## config.mk

```make
export PLATFORM = sky130hd
export DESIGN_NAME = bmp_rle8_run_decoder_unit
export DESIGN_NICKNAME = d
export VERILOG_FILES = /design/src/rtl/rle8d_pkg.sv /design/src/rtl/rle8d_front.sv /design/src/rtl/rle8d_queue.sv /design/src/rtl/bmp_rle8_run_decoder_unit.sv
export SDC_FILE = /design/constraint.sdc
export NUM_CORES = 1
export LEC_CHECK = 0
export ABC_AREA = 0
export BUFFER_PORTS_ARGS = -buffer_cell sky130_fd_sc_hd__buf_2
export CAP_MARGIN = 10
export CELL_PAD_IN_SITES_DETAIL_PLACEMENT = 2
export CELL_PAD_IN_SITES_GLOBAL_PLACEMENT = 2
export CORE_MARGIN = 2
export CORE_UTILIZATION = 25
export DETAILED_ROUTE_END_ITERATION = 16
export PLACE_DENSITY = 0.56
export SETUP_SLACK_MARGIN = 0.2
export SLEW_MARGIN = 20
export SYNTH_ARGS = -nofsm -noshare
export SYNTH_HDL_FRONTEND = slang
export SYNTH_SLANG_ARGS = --single-unit
```

## constraint.sdc

```tcl
create_clock -name clock -period 12.82 [get_ports clock]
set_input_delay 0.641 -clock clock [delete_from_list [all_inputs] [get_ports clock]]
set_output_delay 0.641 -clock clock [all_outputs]
set_load 0.01 [all_outputs]
```

## src/rtl/rle8d_pkg.sv

```systemverilog
`timescale 1ns / 1ps
`default_nettype none
// ----------------------------------------------------------------------------
// RLE8 run decoder package
// Shared constants and types of the 8-bit run-length bitmap run decoder.
// ----------------------------------------------------------------------------
package rle8d_pkg;

   localparam int unsigned MAX_LINE_BYTES = 16384;

   localparam int unsigned BYTE_W   = 8;
   localparam int unsigned STRIDE_W = 15;
   localparam int unsigned COUNT_W  = 24;
   localparam int unsigned LEN_W    = 15;
   localparam int unsigned CSR_IDX_W  = 2;
   localparam int unsigned CSR_DATA_W = 24;

   // Register indexes of the configuration port.
   localparam logic [CSR_IDX_W-1:0] CSR_LINE_STRIDE  = 2'd0;
   localparam logic [CSR_IDX_W-1:0] CSR_OUTPUT_TOTAL = 2'd1;
   localparam logic [CSR_IDX_W-1:0] CSR_SOURCE_TOTAL = 2'd2;

   // Reset values of the registers.
   localparam logic [STRIDE_W-1:0] STRIDE_RESET    = 15'd4;
   localparam logic [COUNT_W-1:0]  OUT_TOTAL_RESET = 24'd1;
   localparam logic [COUNT_W-1:0]  SRC_TOTAL_RESET = 24'd1;

   // Depth of the queue between the decoder and the output side.
   localparam int unsigned QUEUE_DEPTH = 2;
   localparam int unsigned QUEUE_PTR_W = 1;
   localparam int unsigned QUEUE_CNT_W = 2;

   typedef struct packed {
      logic [STRIDE_W-1:0] line_stride;
      logic [COUNT_W-1:0]  output_total;
      logic [COUNT_W-1:0]  source_total;
   } cfg_type;

   typedef struct packed {
      logic                finished;
      logic [LEN_W-1:0]    run_length;
      logic [BYTE_W-1:0]   fill_value;
   } run_type;

endpackage
`default_nettype wire

```

## src/rtl/rle8d_front.sv

```systemverilog
`timescale 1ns / 1ps
`default_nettype none
// ----------------------------------------------------------------------------
// RLE8 run decoder front end
// Takes one compressed byte per cycle while byte_accept is high, tracks
// the escape state and counters and produces at most one run per byte.
// ----------------------------------------------------------------------------
module rle8d_front (
   input  wire logic                            clock,
   input  wire logic                            reset,
   input  wire rle8d_pkg::cfg_type              cfg,
   input  wire logic                            byte_accept,
   input  wire logic [rle8d_pkg::BYTE_W-1:0]    src_byte,
   input  wire logic                            start_image,
   output      logic                            run_push,
   output      rle8d_pkg::run_type              run_data
);

   typedef enum logic [2:0] {
      PH_COUNT   = 3'd0,
      PH_VALUE   = 3'd1,
      PH_LITERAL = 3'd2,
      PH_PAD     = 3'd3,
      PH_DONE    = 3'd4
   } phase_type;

   localparam logic [rle8d_pkg::COUNT_W-1:0] MAX_LINE =
      rle8d_pkg::COUNT_W'(rle8d_pkg::MAX_LINE_BYTES);

   phase_type                          phase_ff,  phase_in;
   logic [rle8d_pkg::BYTE_W-1:0]       held_ff,   held_in;
   logic [rle8d_pkg::BYTE_W-1:0]       lit_ff,    lit_in;
   logic                               pad_ff,    pad_in;
   logic [rle8d_pkg::COUNT_W-1:0]      offset_ff, offset_in;
   logic [rle8d_pkg::COUNT_W-1:0]      outl_ff,   outl_in;
   logic [rle8d_pkg::COUNT_W-1:0]      srcl_ff,   srcl_in;

   // State as seen by this byte, after an optional restart.
   phase_type                          ph;
   logic [rle8d_pkg::BYTE_W-1:0]       held, lit;
   logic                               pad;
   logic [rle8d_pkg::COUNT_W-1:0]      offset, outl, srcl, srcl_dec;
   logic [rle8d_pkg::COUNT_W-1:0]      b_wide, n_wide, stride_wide, fill_wide, outl_sub;
   logic                               spent_after;
   logic                               emit;
   rle8d_pkg::run_type                 run;

   always_comb begin
      ph       = start_image ? PH_COUNT : phase_ff;
      held     = start_image ? '0 : held_ff;
      lit      = start_image ? '0 : lit_ff;
      pad      = start_image ? 1'b0 : pad_ff;
      offset   = start_image ? '0 : offset_ff;
      outl     = start_image ? cfg.output_total : outl_ff;
      srcl     = start_image ? cfg.source_total : srcl_ff;
      srcl_dec = srcl - 1'b1;
      b_wide   = {{(rle8d_pkg::COUNT_W-rle8d_pkg::BYTE_W){1'b0}}, src_byte};

      phase_in  = ph;
      held_in   = held;
      lit_in    = lit;
      pad_in    = pad;
      offset_in = offset;
      outl_in   = outl;
      srcl_in   = srcl;
      emit      = 1'b0;
      run       = '0;
      n_wide      = '0;
      stride_wide = '0;
      fill_wide   = '0;
      outl_sub    = outl;
      spent_after = 1'b0;

      if (ph == PH_DONE) begin
         emit = 1'b0;
      end else if (outl == '0 || srcl == '0) begin
         // Nothing left to spend: empty finish result.
         emit = 1'b1;
         run.finished = 1'b1;
         phase_in = PH_DONE;
      end else begin
         srcl_in = srcl_dec;
         case (ph)
            PH_COUNT: begin
               held_in = src_byte;
               if (srcl_dec == '0) begin
                  emit = 1'b1;
                  run.finished = 1'b1;
                  phase_in = PH_DONE;
               end else begin
                  phase_in = PH_VALUE;
               end
            end
            PH_VALUE: begin
               if (held != '0) begin
                  n_wide = {{(rle8d_pkg::COUNT_W-rle8d_pkg::BYTE_W){1'b0}}, held};
                  if (outl < n_wide) begin
                     n_wide = outl;
                  end
                  outl_sub  = outl - n_wide;
                  outl_in   = outl_sub;
                  offset_in = offset + n_wide;
                  spent_after = (outl_sub == '0) || (srcl_dec == '0);
                  emit = 1'b1;
                  run.fill_value = src_byte;
                  run.run_length = n_wide[rle8d_pkg::LEN_W-1:0];
                  run.finished   = spent_after;
                  phase_in = spent_after ? PH_DONE : PH_COUNT;
               end else if (src_byte > 8'd2) begin
                  n_wide = b_wide;
                  if (n_wide > srcl_dec) begin
                     n_wide = srcl_dec;
                  end
                  if (n_wide > outl) begin
                     n_wide = outl;
                  end
                  lit_in   = n_wide[rle8d_pkg::BYTE_W-1:0];
                  pad_in   = src_byte[0];
                  phase_in = PH_LITERAL;
               end else if (src_byte == 8'd0) begin
                  // End of line: pad the line out to its stride.
                  stride_wide = {{(rle8d_pkg::COUNT_W-rle8d_pkg::STRIDE_W){1'b0}},
                                 cfg.line_stride};
                  if (stride_wide > MAX_LINE) begin
                     stride_wide = MAX_LINE;
                  end
                  if (stride_wide > offset) begin
                     fill_wide = stride_wide - offset;
                  end
                  if (fill_wide > outl) begin
                     fill_wide = outl;
                  end
                  outl_sub  = outl - fill_wide;
                  outl_in   = outl_sub;
                  offset_in = '0;
                  spent_after = (outl_sub == '0) || (srcl_dec == '0);
                  emit = (fill_wide != '0) || spent_after;
                  run.run_length = fill_wide[rle8d_pkg::LEN_W-1:0];
                  run.finished   = spent_after;
                  phase_in = spent_after ? PH_DONE : PH_COUNT;
               end else if (src_byte == 8'd1) begin
                  // End of bitmap.
                  emit = 1'b1;
                  run.finished = 1'b1;
                  phase_in = PH_DONE;
               end else begin
                  // Delta escape: consumed, no pixels.
                  if (srcl_dec == '0) begin
                     emit = 1'b1;
                     run.finished = 1'b1;
                     phase_in = PH_DONE;
                  end else begin
                     phase_in = PH_COUNT;
                  end
               end
            end
            PH_LITERAL: begin
               outl_sub  = outl - 1'b1;
               outl_in   = outl_sub;
               offset_in = offset + 1'b1;
               if (lit != '0) begin
                  lit_in = lit - 1'b1;
               end
               spent_after = (outl_sub == '0) || (srcl_dec == '0);
               emit = 1'b1;
               run.fill_value = src_byte;
               run.run_length = rle8d_pkg::LEN_W'(1);
               run.finished   = spent_after;
               if (spent_after) begin
                  phase_in = PH_DONE;
               end else if (lit_in == '0) begin
                  phase_in = pad ? PH_PAD : PH_COUNT;
               end
            end
            PH_PAD: begin
               pad_in = 1'b0;
               if (srcl_dec == '0) begin
                  emit = 1'b1;
                  run.finished = 1'b1;
                  phase_in = PH_DONE;
               end else begin
                  phase_in = PH_COUNT;
               end
            end
            default: begin
               phase_in = PH_DONE;
            end
         endcase
      end
   end

   always_ff @(posedge clock) begin
      if (reset) begin
         phase_ff  <= PH_COUNT;
         held_ff   <= '0;
         lit_ff    <= '0;
         pad_ff    <= 1'b0;
         offset_ff <= '0;
         outl_ff   <= rle8d_pkg::OUT_TOTAL_RESET;
         srcl_ff   <= rle8d_pkg::SRC_TOTAL_RESET;
      end else if (byte_accept) begin
         phase_ff  <= phase_in;
         held_ff   <= held_in;
         lit_ff    <= lit_in;
         pad_ff    <= pad_in;
         offset_ff <= offset_in;
         outl_ff   <= outl_in;
         srcl_ff   <= srcl_in;
      end
   end

   assign run_push = byte_accept && emit;
   assign run_data = run;

endmodule
`default_nettype wire

```

## src/rtl/rle8d_queue.sv

```systemverilog
`timescale 1ns / 1ps
`default_nettype none
// ----------------------------------------------------------------------------
// RLE8 run decoder result queue
// Short register queue between the decoder and the result channel.
// ----------------------------------------------------------------------------
module rle8d_queue (
   input  wire logic               clock,
   input  wire logic               reset,
   input  wire logic               push,
   input  wire rle8d_pkg::run_type push_data,
   output      logic               full,
   output      logic               out_valid,
   input  wire logic               out_ready,
   output      rle8d_pkg::run_type out_data
);

   rle8d_pkg::run_type                   entry_ff [rle8d_pkg::QUEUE_DEPTH];
   logic [rle8d_pkg::QUEUE_PTR_W-1:0]    wr_ptr_ff, rd_ptr_ff;
   logic [rle8d_pkg::QUEUE_CNT_W-1:0]    count_ff;
   logic                                 pop;

   assign pop       = out_valid && out_ready;
   assign out_valid = (count_ff != '0);
   assign full      = (count_ff == rle8d_pkg::QUEUE_CNT_W'(rle8d_pkg::QUEUE_DEPTH));
   assign out_data  = entry_ff[rd_ptr_ff];

   always_ff @(posedge clock) begin
      if (push) begin
         entry_ff[wr_ptr_ff] <= push_data;
      end
   end

   always_ff @(posedge clock) begin
      if (reset) begin
         wr_ptr_ff <= '0;
         rd_ptr_ff <= '0;
         count_ff  <= '0;
      end else begin
         if (push) begin
            wr_ptr_ff <= wr_ptr_ff + 1'b1;
         end
         if (pop) begin
            rd_ptr_ff <= rd_ptr_ff + 1'b1;
         end
         if (push && !pop) begin
            count_ff <= count_ff + 1'b1;
         end else if (pop && !push) begin
            count_ff <= count_ff - 1'b1;
         end
      end
   end

endmodule
`default_nettype wire

```

## src/rtl/bmp_rle8_run_decoder_unit.sv

```systemverilog
`timescale 1ns / 1ps
`default_nettype none
// ----------------------------------------------------------------------------
// RLE8 bitmap run decoder
// Turns a stream of run-length compressed 8-bit bitmap bytes into pixel runs.
// ----------------------------------------------------------------------------
//
//  Channel  Direction  Carries
//  -------  ---------  -----------------------------------------------------
//  req_     in         src_byte in tdata, start_image in tuser
//  rsp_     out        fill_value and run_length in tdata, finished in tlast
//  csr_     in         register index and write data (stride, totals)
//
// One compressed byte is taken per cycle while the queue has room; the run
// a byte causes is written into the queue. The per-byte decode step sets
// this rate. The decoder pushes into a two-entry queue, so a stalled result
// channel only holds off req_ once the queue is full. Reset is synchronous
// and clears the decoder state and the queue; registers return to their
// default values. Register writes are taken at any time, one per cycle.
//
module bmp_rle8_run_decoder_unit (
   input  wire logic                                clock,
   input  wire logic                                reset,
   // Input bytes
   input  wire logic                                req_tvalid,
   output      logic                                req_tready,
   input  wire logic [7:0]                          req_tdata,  // [7:0] src_byte
   input  wire logic                                req_tuser,  // [0] start_image
   // Result runs
   output      logic                                rsp_tvalid,
   input  wire logic                                rsp_tready,
   // [7:0] fill_value, [22:8] run_length, [23] zero
   output      logic [23:0]                         rsp_tdata,
   output      logic                                rsp_tlast,  // finished
   // Register writes
   input  wire logic                                csr_valid,
   output      logic                                csr_ready,
   input  wire logic [rle8d_pkg::CSR_IDX_W-1:0]     csr_index,
   input  wire logic [rle8d_pkg::CSR_DATA_W-1:0]    csr_data
);

   rle8d_pkg::cfg_type   cfg_ff;
   rle8d_pkg::run_type   push_run, head_run;
   logic                 push, queue_full, byte_accept;

   // Register file: a write is taken in any cycle.
   assign csr_ready = 1'b1;

   always_ff @(posedge clock) begin
      if (reset) begin
         cfg_ff.line_stride  <= rle8d_pkg::STRIDE_RESET;
         cfg_ff.output_total <= rle8d_pkg::OUT_TOTAL_RESET;
         cfg_ff.source_total <= rle8d_pkg::SRC_TOTAL_RESET;
      end else if (csr_valid && csr_ready) begin
         case (csr_index)
            rle8d_pkg::CSR_LINE_STRIDE:
               cfg_ff.line_stride  <= csr_data[rle8d_pkg::STRIDE_W-1:0];
            rle8d_pkg::CSR_OUTPUT_TOTAL:
               cfg_ff.output_total <= csr_data[rle8d_pkg::COUNT_W-1:0];
            rle8d_pkg::CSR_SOURCE_TOTAL:
               cfg_ff.source_total <= csr_data[rle8d_pkg::COUNT_W-1:0];
            default: begin
            end
         endcase
      end
   end

   // A byte is taken whenever the queue has room for the run it may cause.
   assign req_tready  = !queue_full;
   assign byte_accept = req_tvalid && req_tready;

   rle8d_front u_front (
      .clock       (clock),
      .reset       (reset),
      .cfg         (cfg_ff),
      .byte_accept (byte_accept),
      .src_byte    (req_tdata),
      .start_image (req_tuser),
      .run_push    (push),
      .run_data    (push_run)
   );

   rle8d_queue u_queue (
      .clock     (clock),
      .reset     (reset),
      .push      (push),
      .push_data (push_run),
      .full      (queue_full),
      .out_valid (rsp_tvalid),
      .out_ready (rsp_tready),
      .out_data  (head_run)
   );

   assign rsp_tdata = {1'b0, head_run.run_length, head_run.fill_value};
   assign rsp_tlast = head_run.finished;

endmodule
`default_nettype wire

```

==> impl_metrics.py, run 1 <==
metrics = {
    "setup_path": {
        "crit_path_end_kind": "register",
        "cp_common_cell": "a21oi_1",
        "arrival_ps": 11190,
        "critPathLaunchType": "register",
        "startpoint": "cfg_ff[62]$_SDFFE_PP0P_",
        "r2r_start": "cfg_ff[62]$_SDFFE_PP0P_",
        "max_stage_delay_ps": 710,
        "critPathSlowestCell": "dfxtp_1",
        "worstPathRequired_ps": 13100,
        "path_max_fanout": 20,
        "critical_path_class": "register to register",
    },
    "clock_tree": {
        "cts_buffer_depth": 3,
        "cts_tree": "done",
        "post_cts_buffers": 0,
        "clkLatencyLatePin_ps": 610,
        "clockRootBuffer": "clkbuf_16",
        "htreeDepth": 1,
        "ctsHoldBuffers": 0,
        "clkSlewWorstSetupHoldPaths_ps": 60,
        "cts_resized": 0,
        "cts.sinks": 208,
        "numCtsBuffers": 29,
    },
    "routing": {
        "vias_per_cell": 5.72,
        "avgRoutedWirePerCell_um": 28.0,
        "num_vias": 21139,
        "routed_wl_mm": 104,
        "drc": 0,
        "first_pass_iters": 5,
        "drtIter0Drc": 1171,
        "final_antenna_net_count": 0,
    },
    "global_route": {
        "grt_pass1_wl_mm": 153,
        "grt_overflow_total": 0,
        "met1_usage_pct": 34.6,
        "grt_util_met3_pct": 2.02,
        "top_usage_layer": "met2",
        "antenna_found_initial": 2,
        "grt_pass1_vias": 22225,
        "grtUsageTotal_pct": 25.0,
        "grt_max_degree": 63,
        "use_met2_pct": 42.4,
    },
    "logic_synthesis": {
        "synth-edff-count": 48,
        "post-synth-top-area-cell": "dfxtp_1",
        "synthTopCellsByCount": "nand2_1 (339), a21oi_1 (257), nor2_1 (227)",
        "yosysSeqAreaShare_pct": 23.9,
        "yosys_warnings": 0,
        "avgSynthCellArea_um2": 7.58,
        "synthTopCellsByArea": "dfxtp_1 (16%), ha_1 (9.1%), edfxtp_1 (7.4%)",
        "ys_ff_latch": 208,
        "synth_flop_cell": "dfxtp_1",
        "syn_area_um2": 19500,
        "synth_top_area_share_pct": 16.5,
        "ys_async_sr_fraction_pct": 0,
        "synthCells": 2568,
        "synth.most_common_cell": "nand2_1",
        "synth_cell_type_count": 106,
    },
    "place": {
        "io_buffers": 65,
        "dpl.hpwl_mm": 80.5,
        "dpl.cell_count": 3638,
        "gp_congestion": 0.892,
    },
    "sta": {
        "post-route-period-util_pct": 85.1,
        "fin_worst_skew_ps": 49.0,
        "final-hold-violation-count": 0,
        "drv_slew": 0,
        "rsz0062_at_grt": "false",
        "relSlewSlack_pct": 15.6,
        "fin_setup_tns_ps": 0,
        "max_freq_mhz": 91.7,
        "hold_ws_ps": 299,
        "final.min_clock_period_ps": 10910,
        "tightest_slew_ps": 1250,
        "setup_violations": 0,
    },
    "die": {
        "initial_core_util_pct": 25.2,
        "die_x_um": 283,
        "std_cell_rows": 102,
        "core_area_um2": 77300,
        "die_area_um2": 80100,
        "die_h_um": 283,
        "io_pins": 68,
    },
    "outcome": {
        "outcome": "complete, no violations",
    },
    "power_and_ir_drop": {
        "p_per_area_nw_per_um2": 176,
        "seqPwrFrac_pct": 21.0,
        "ir_worst_vdd_uv": 80.1,
        "switching_power_mw": 1.94,
        "clkPwrFrac_pct": 21.4,
        "finalPower_mw": 3.90,
        "p_sw_share_pct": 49.8,
        "internal-power_mw": 1.96,
        "combPwrFrac_pct": 57.7,
        "power.leakage_nw": 8.41,
    },
    "worst_hold_path": {
        "hold_class": "primary input to register",
        "hold_start": "csr_data[7]",
    },
    "final_layout": {
        "drive_gt1_share_pct": 10.9,
        "final_nets": 2815,
        "multiInputGateArea_um2": 14100,
        "regArea_um2": 4640,
        "fill_cells": 9077,
        "instances_no_fill": 3693,
        "post-route-util_pct": 28.6,
        "areaGrowthSynthToFinish_pct": 13.6,
    },
    "run": {
        "max_cap_viol_count": 0,
    },
}
[placed cells by master (no fill, tap or decap), drive strengths merged, types with 15 or more instances in the layout]
cell and instances:
mux2 41, o31ai 15, nor2b 47, nor3 92, mux2i 56, and2 24
nand4 32, clkbuf 36, conb 37, a22oi 25, a31oi 20, or3 18
a21o 40, nor4 41, edfxtp 48, a221oi 23, o21a 25, a211oi 47
dfxtp 160, nand3 78, ha 142, and3 23, inv 91, xor2 26
xnor2 62, buf 126, nand2 339, a21oi 259, o21ai 159, o211ai 31
nor2 229, o22ai 22
[flip-flops by register name (all words and copies together), names as in the netlist, named ones only]
signal / cells
cfg_ff: 63
u_front.held_ff: 8
u_front.lit_ff: 8
u_front.offset_ff: 24
u_front.outl_ff: 24
u_front.pad_ff: 1
u_front.phase_ff: 3
u_front.srcl_ff: 24
u_queue.count_ff: 2
u_queue.entry_ff: 48
u_queue.rd_ptr_ff: 1
u_queue.wr_ptr_ff: 1
[power by group through the flow]
stage / sequential, mW / clock, mW / combinational (mW)
3_5_place_dp: 0.832 / 0 / 2.21
3_3_place_gp: 0.829 / 0 / 2.17
4_1_cts: 0.818 / 0.856 / 2.22
6_report: 0.818 / 0.833 / 2.25
5_1_grt: 0.827 / 0.880 / 2.45
2_1_floorplan: 0.792 / 0 / 1.46
[routing by layer]
layer	vias to the layer above	part of all wire [%]
met5	-	0
met4	0	2.1
met3	101	3.4
met2	426	47
met1	10981	47
li1	9631	-
[through the flow]
step                      worst slack, ps  instance area (um^2)
after floorplan                      1710                 19600
after global placement               1750                 21100
after detailed placement             1660                 21100
after CTS                            1920                 22100
after global routing                 1030                 22100
final                                1910                 22100
[final timing paths]
| check | slack (ps) | endpoint | cells after the start |
|---|---|---|---|
| worst max-delay path | 1910 | u_queue.entry_ff[0][6]$_DFFE_PP_ | 31 |
| worst min register to register | 470 | u_front.srcl_ff[19]$_SDFFE_PP0P_ | 2 |
| worst max register to register | 1910 | u_queue.entry_ff[0][6]$_DFFE_PP_ | 31 |
| worst min-delay path | 300 | cfg_ff[31]$_SDFFE_PP0P_ | 3 |
[cells by family after synthesis]
family                     after synthesis  synth area share [%]
and+or+nand+nor                       1014                  25.9
AOI/OAI and AO/OA                      792                  26.4
buffers and inverters                  221                  4.87
DFF                                    208                  23.9
adders and majority gates              146                  9.54
muxes                                   97                  5.47
xor gates and xnor gates                88                  3.96
other                                    2                0.0386
[critical path: cells and delay by family, from the launching register on]
kind,cells,cell delay (ps)
AO/OA/AOI/OAI,13,3920
AND/OR/NAND/NOR,11,3750
adder cells (fa/ha/maj),3,1150
buffers and inverters,3,760
flip-flops,1,710
XOR/XNOR,1,240
[area by class of cell]
| cell class | count | area share, % |
|---|---|---|
| antenna | 1 | 0.0113 |
| clock buffer | 36 | 3.54 |
| clock inverter | 18 | 0.832 |
| inverter | 90 | 1.53 |
| multi-input combinational | 2174 | 63.6 |
| sequential | 208 | 21.0 |
| tap | 1040 | 5.88 |
| timing repair buffer | 126 | 3.64 |
Power figures use the tool's default switching activity.
==> run 2, diff against run 1 <==
--- a/config.mk
+++ b/config.mk
@@ -10,10 +10,10 @@
 export CAP_MARGIN = 10
 export CELL_PAD_IN_SITES_DETAIL_PLACEMENT = 2
 export CELL_PAD_IN_SITES_GLOBAL_PLACEMENT = 2
-export CORE_MARGIN = 2
-export CORE_UTILIZATION = 25
+export CORE_MARGIN = 4
+export CORE_UTILIZATION = 38
 export DETAILED_ROUTE_END_ITERATION = 16
-export PLACE_DENSITY = 0.56
+export PLACE_DENSITY = 0.8
 export SETUP_SLACK_MARGIN = 0.2
 export SLEW_MARGIN = 20
 export SYNTH_ARGS = -nofsm -noshare
==> constraint.sdc (replaced) <==
create_clock -name clock -period 12.82 [get_ports clock]
set_input_delay 2.564 -clock clock [delete_from_list [all_inputs] [get_ports clock]]
set_output_delay 2.564 -clock clock [all_outputs]
set_load 0.01 [all_outputs]
==> run 2 against run 1 <==
Effect of this change: first-iteration DRC count increased by 45%; clock power decreased by 4.4%; worst hold slack improved by 170 ps; global-route usage increased by 8.0 points; die area decreased by 31%; critical path depth increased by 2; largest cell class unchanged; flip-flop and latch count unchanged; cell count decreased by 10%.
==> impl_metrics.py, run 2 (same netlist as run 1, synthesis figures left out) <==
metrics = {
    "routing": {
        "first_pass_iters": 6,
        "routed_wl_mm": 92.8,
        "avgRoutedWirePerCell_um": 28.0,
        "drc": 0,
        "drtIter0Drc": 1703,
        "vias_per_cell": 6.47,
        "final_antenna_net_count": 0,
        "num_vias": 21447,
    },
    "die": {
        "die_area_um2": 54900,
        "core_area_um2": 50400,
        "die_x_um": 234,
        "initial_core_util_pct": 38.7,
        "std_cell_rows": 82,
        "io_pins": 68,
        "die_h_um": 234,
    },
    "outcome": {
        "outcome": "complete, no violations",
    },
    "global_route": {
        "use_met2_pct": 54.3,
        "met1_usage_pct": 44.1,
        "top_usage_layer": "met2",
        "grt_util_met3_pct": 5.27,
        "grt_pass1_wl_mm": 141,
        "antenna_found_initial": 1,
        "grt_overflow_total": 0,
        "grt_pass1_vias": 22493,
        "grtUsageTotal_pct": 33.0,
        "grt_max_degree": 79,
    },
    "worst_hold_path": {
        "min_path_cells": 2,
        "hold_class": "register to register",
        "hold_end": "cfg_ff[38]$_SDFFE_PP0P_",
        "hold_start": "cfg_ff[38]$_SDFFE_PP0P_",
    },
    "final_layout": {
        "postLayoutCellArea_um2": 21600,
        "areaGrowthSynthToFinish_pct": 10.8,
        "drive_gt1_share_pct": 10.6,
        "regArea_um2": 4640,
        "mostFrequentLayoutCells": "nand2_1 (337), a21oi_1 (257), nor2_1 (226)",
        "fill_cells": 5905,
        "reg.largest.list": "cfg_ff: 63 flops, u_queue.entry_ff: 48 flops",
        "multiInputGateArea_um2": 14100,
        "final_common_cell": "nand2_1",
        "final_nets": 2813,
        "antenna_cells": 0,
        "instances_no_fill": 3317,
        "top_register": "cfg_ff",
        "largest_reg_flops": 63,
    },
    "sta": {
        "final-hold-violation-count": 0,
        "final.min_clock_period_ps": 11890,
        "max_freq_mhz": 84.1,
        "relSlewSlack_pct": 18.6,
        "setup_violations": 0,
        "drv_slew": 0,
        "fin_setup_tns_ps": 0,
        "post-route-period-util_pct": 92.7,
        "rsz0062_at_grt": "false",
        "tightest_slew_ps": 1210,
        "fin_worst_skew_ps": 21.7,
    },
    "power_and_ir_drop": {
        "finalPower_mw": 3.88,
        "internal-power_mw": 1.96,
        "ir_worst_vdd_uv": 93.7,
        "combPwrFrac_pct": 58.3,
        "clkPwrFrac_pct": 20.5,
        "p_sw_share_pct": 49.4,
        "p_per_area_nw_per_um2": 180,
        "seqPwrFrac_pct": 21.1,
        "power.leakage_nw": 8.40,
        "switching_power_mw": 1.92,
    },
    "clock_tree": {
        "clkSlewWorstSetupHoldPaths_ps": 60,
        "clkLatencyLatePin_ps": 570,
        "cts_buffer_depth": 3,
        "cts_tree": "done",
        "ctsHoldBuffers": 0,
        "clockRootBuffer": "clkbuf_16",
        "htreeDepth": 1,
        "numCtsBuffers": 25,
        "cts.sinks": 208,
        "post_cts_buffers": 0,
    },
    "setup_path": {
        "max_stage_delay_ps": 660,
        "critPathSlowestCell": "or4b_1",
        "critical_path_class": "primary input to register",
        "arrival_ps": 12370,
        "reg2reg_to": "u_queue.count_ff[1]$_SDFFE_PP0P_",
        "path_max_fanout": 14,
        "rrSetupSlack_ps": 2670,
        "worstPathRequired_ps": 13300,
        "cp_common_cell": "ha_1",
        "rr_worst_depth": 33,
        "crit_path_end_kind": "register",
        "critPathLaunchType": "primary input",
        "r2r_start": "cfg_ff[62]$_SDFFE_PP0P_",
    },
    "place": {
        "gp_congestion": 0.971,
        "placed_area_um2": 20700,
        "dpl.cell_count": 3272,
        "io_buffers": 65,
        "dpl.hpwl_mm": 71.0,
    },
    "run": {
        "max_cap_viol_count": 0,
    },
}
[run 2: changes by cell type in the layout (fill, tap and decap cells not counted), moves of 2 or more]
cell / delta
buf_4: +3
bufinv_16: +3
clkbuf_16: -4
clkinv_1: -2
clkinvlp_4: -5
inv_6: +2
nor3_2: -2
[run 2: critical path: cells and delay by family]
family                   cells  cell delay (ps)
XOR/XNOR                     1              220
buffers and inverters        3              620
AND/OR/NAND/NOR             13             3910
AO/OA/AOI/OAI               11             3330
adder cells (fa/ha/maj)      5             1700
[run 2: per-stage QoR]
stage,utilization [%],setup WS [ps],hold WS [ps]
after floorplan,-,456,436
final,42.8,930,470
after global placement,41.0,804,448
after global routing,42.8,301,498
after detailed placement,41.0,480,462
after CTS,42.8,989,471
[run 2: repair_timing]
item,4_1_cts,5_1_grt
resized for setup,0,1
endpoints found under the hold margin,0,0
setup endpoints to repair,0,1
[run 2: power groups by stage]
stage | combinational [mW] | clock, mW | sequential (mW)
4_1_cts | 2.20 | 0.806 | 0.819
2_1_floorplan | 1.46 | 0 | 0.792
6_report | 2.26 | 0.796 | 0.820
3_5_place_dp | 2.18 | 0 | 0.831
3_3_place_gp | 2.10 | 0 | 0.825
5_1_grt | 2.43 | 0.830 | 0.828
[run 2: layout make-up]
| type | instances | share of cell area (%) |
|---|---|---|
| Inverter | 90 | 1.57 |
| Timing Repair Buffer | 128 | 3.74 |
| Clock inverter | 14 | 0.980 |
| Multi-Input combinational cell | 2174 | 65.1 |
| Sequential cell | 208 | 21.5 |
| Clock buffer | 31 | 3.14 |
| Tap cell | 672 | 3.90 |
[run 2: layer usage]
metal | vias up | wire [um]
met1 | 10930 | 41000
met4 | 2 | 3490
met2 | 721 | 42400
li1 | 9632 | -
met3 | 162 | 5960
met5 | - | 16
[run 2: worst max path at each step]
stage	from	endpoint	slack, ps	cells past startpoint
2_1_floorplan	req_tuser	u_queue.entry_ff[1][0]$_DFFE_PP_	460	38
3_3_place_gp	req_tuser	u_queue.count_ff[1]$_SDFFE_PP0P_	800	34
3_5_place_dp	req_tuser	u_queue.count_ff[1]$_SDFFE_PP0P_	480	34
4_1_cts	req_tuser	u_queue.count_ff[1]$_SDFFE_PP0P_	990	34
5_1_grt	req_tuser	u_queue.count_ff[1]$_SDFFE_PP0P_	300	33
6_report	req_tuser	u_queue.count_ff[1]$_SDFFE_PP0P_	930	33
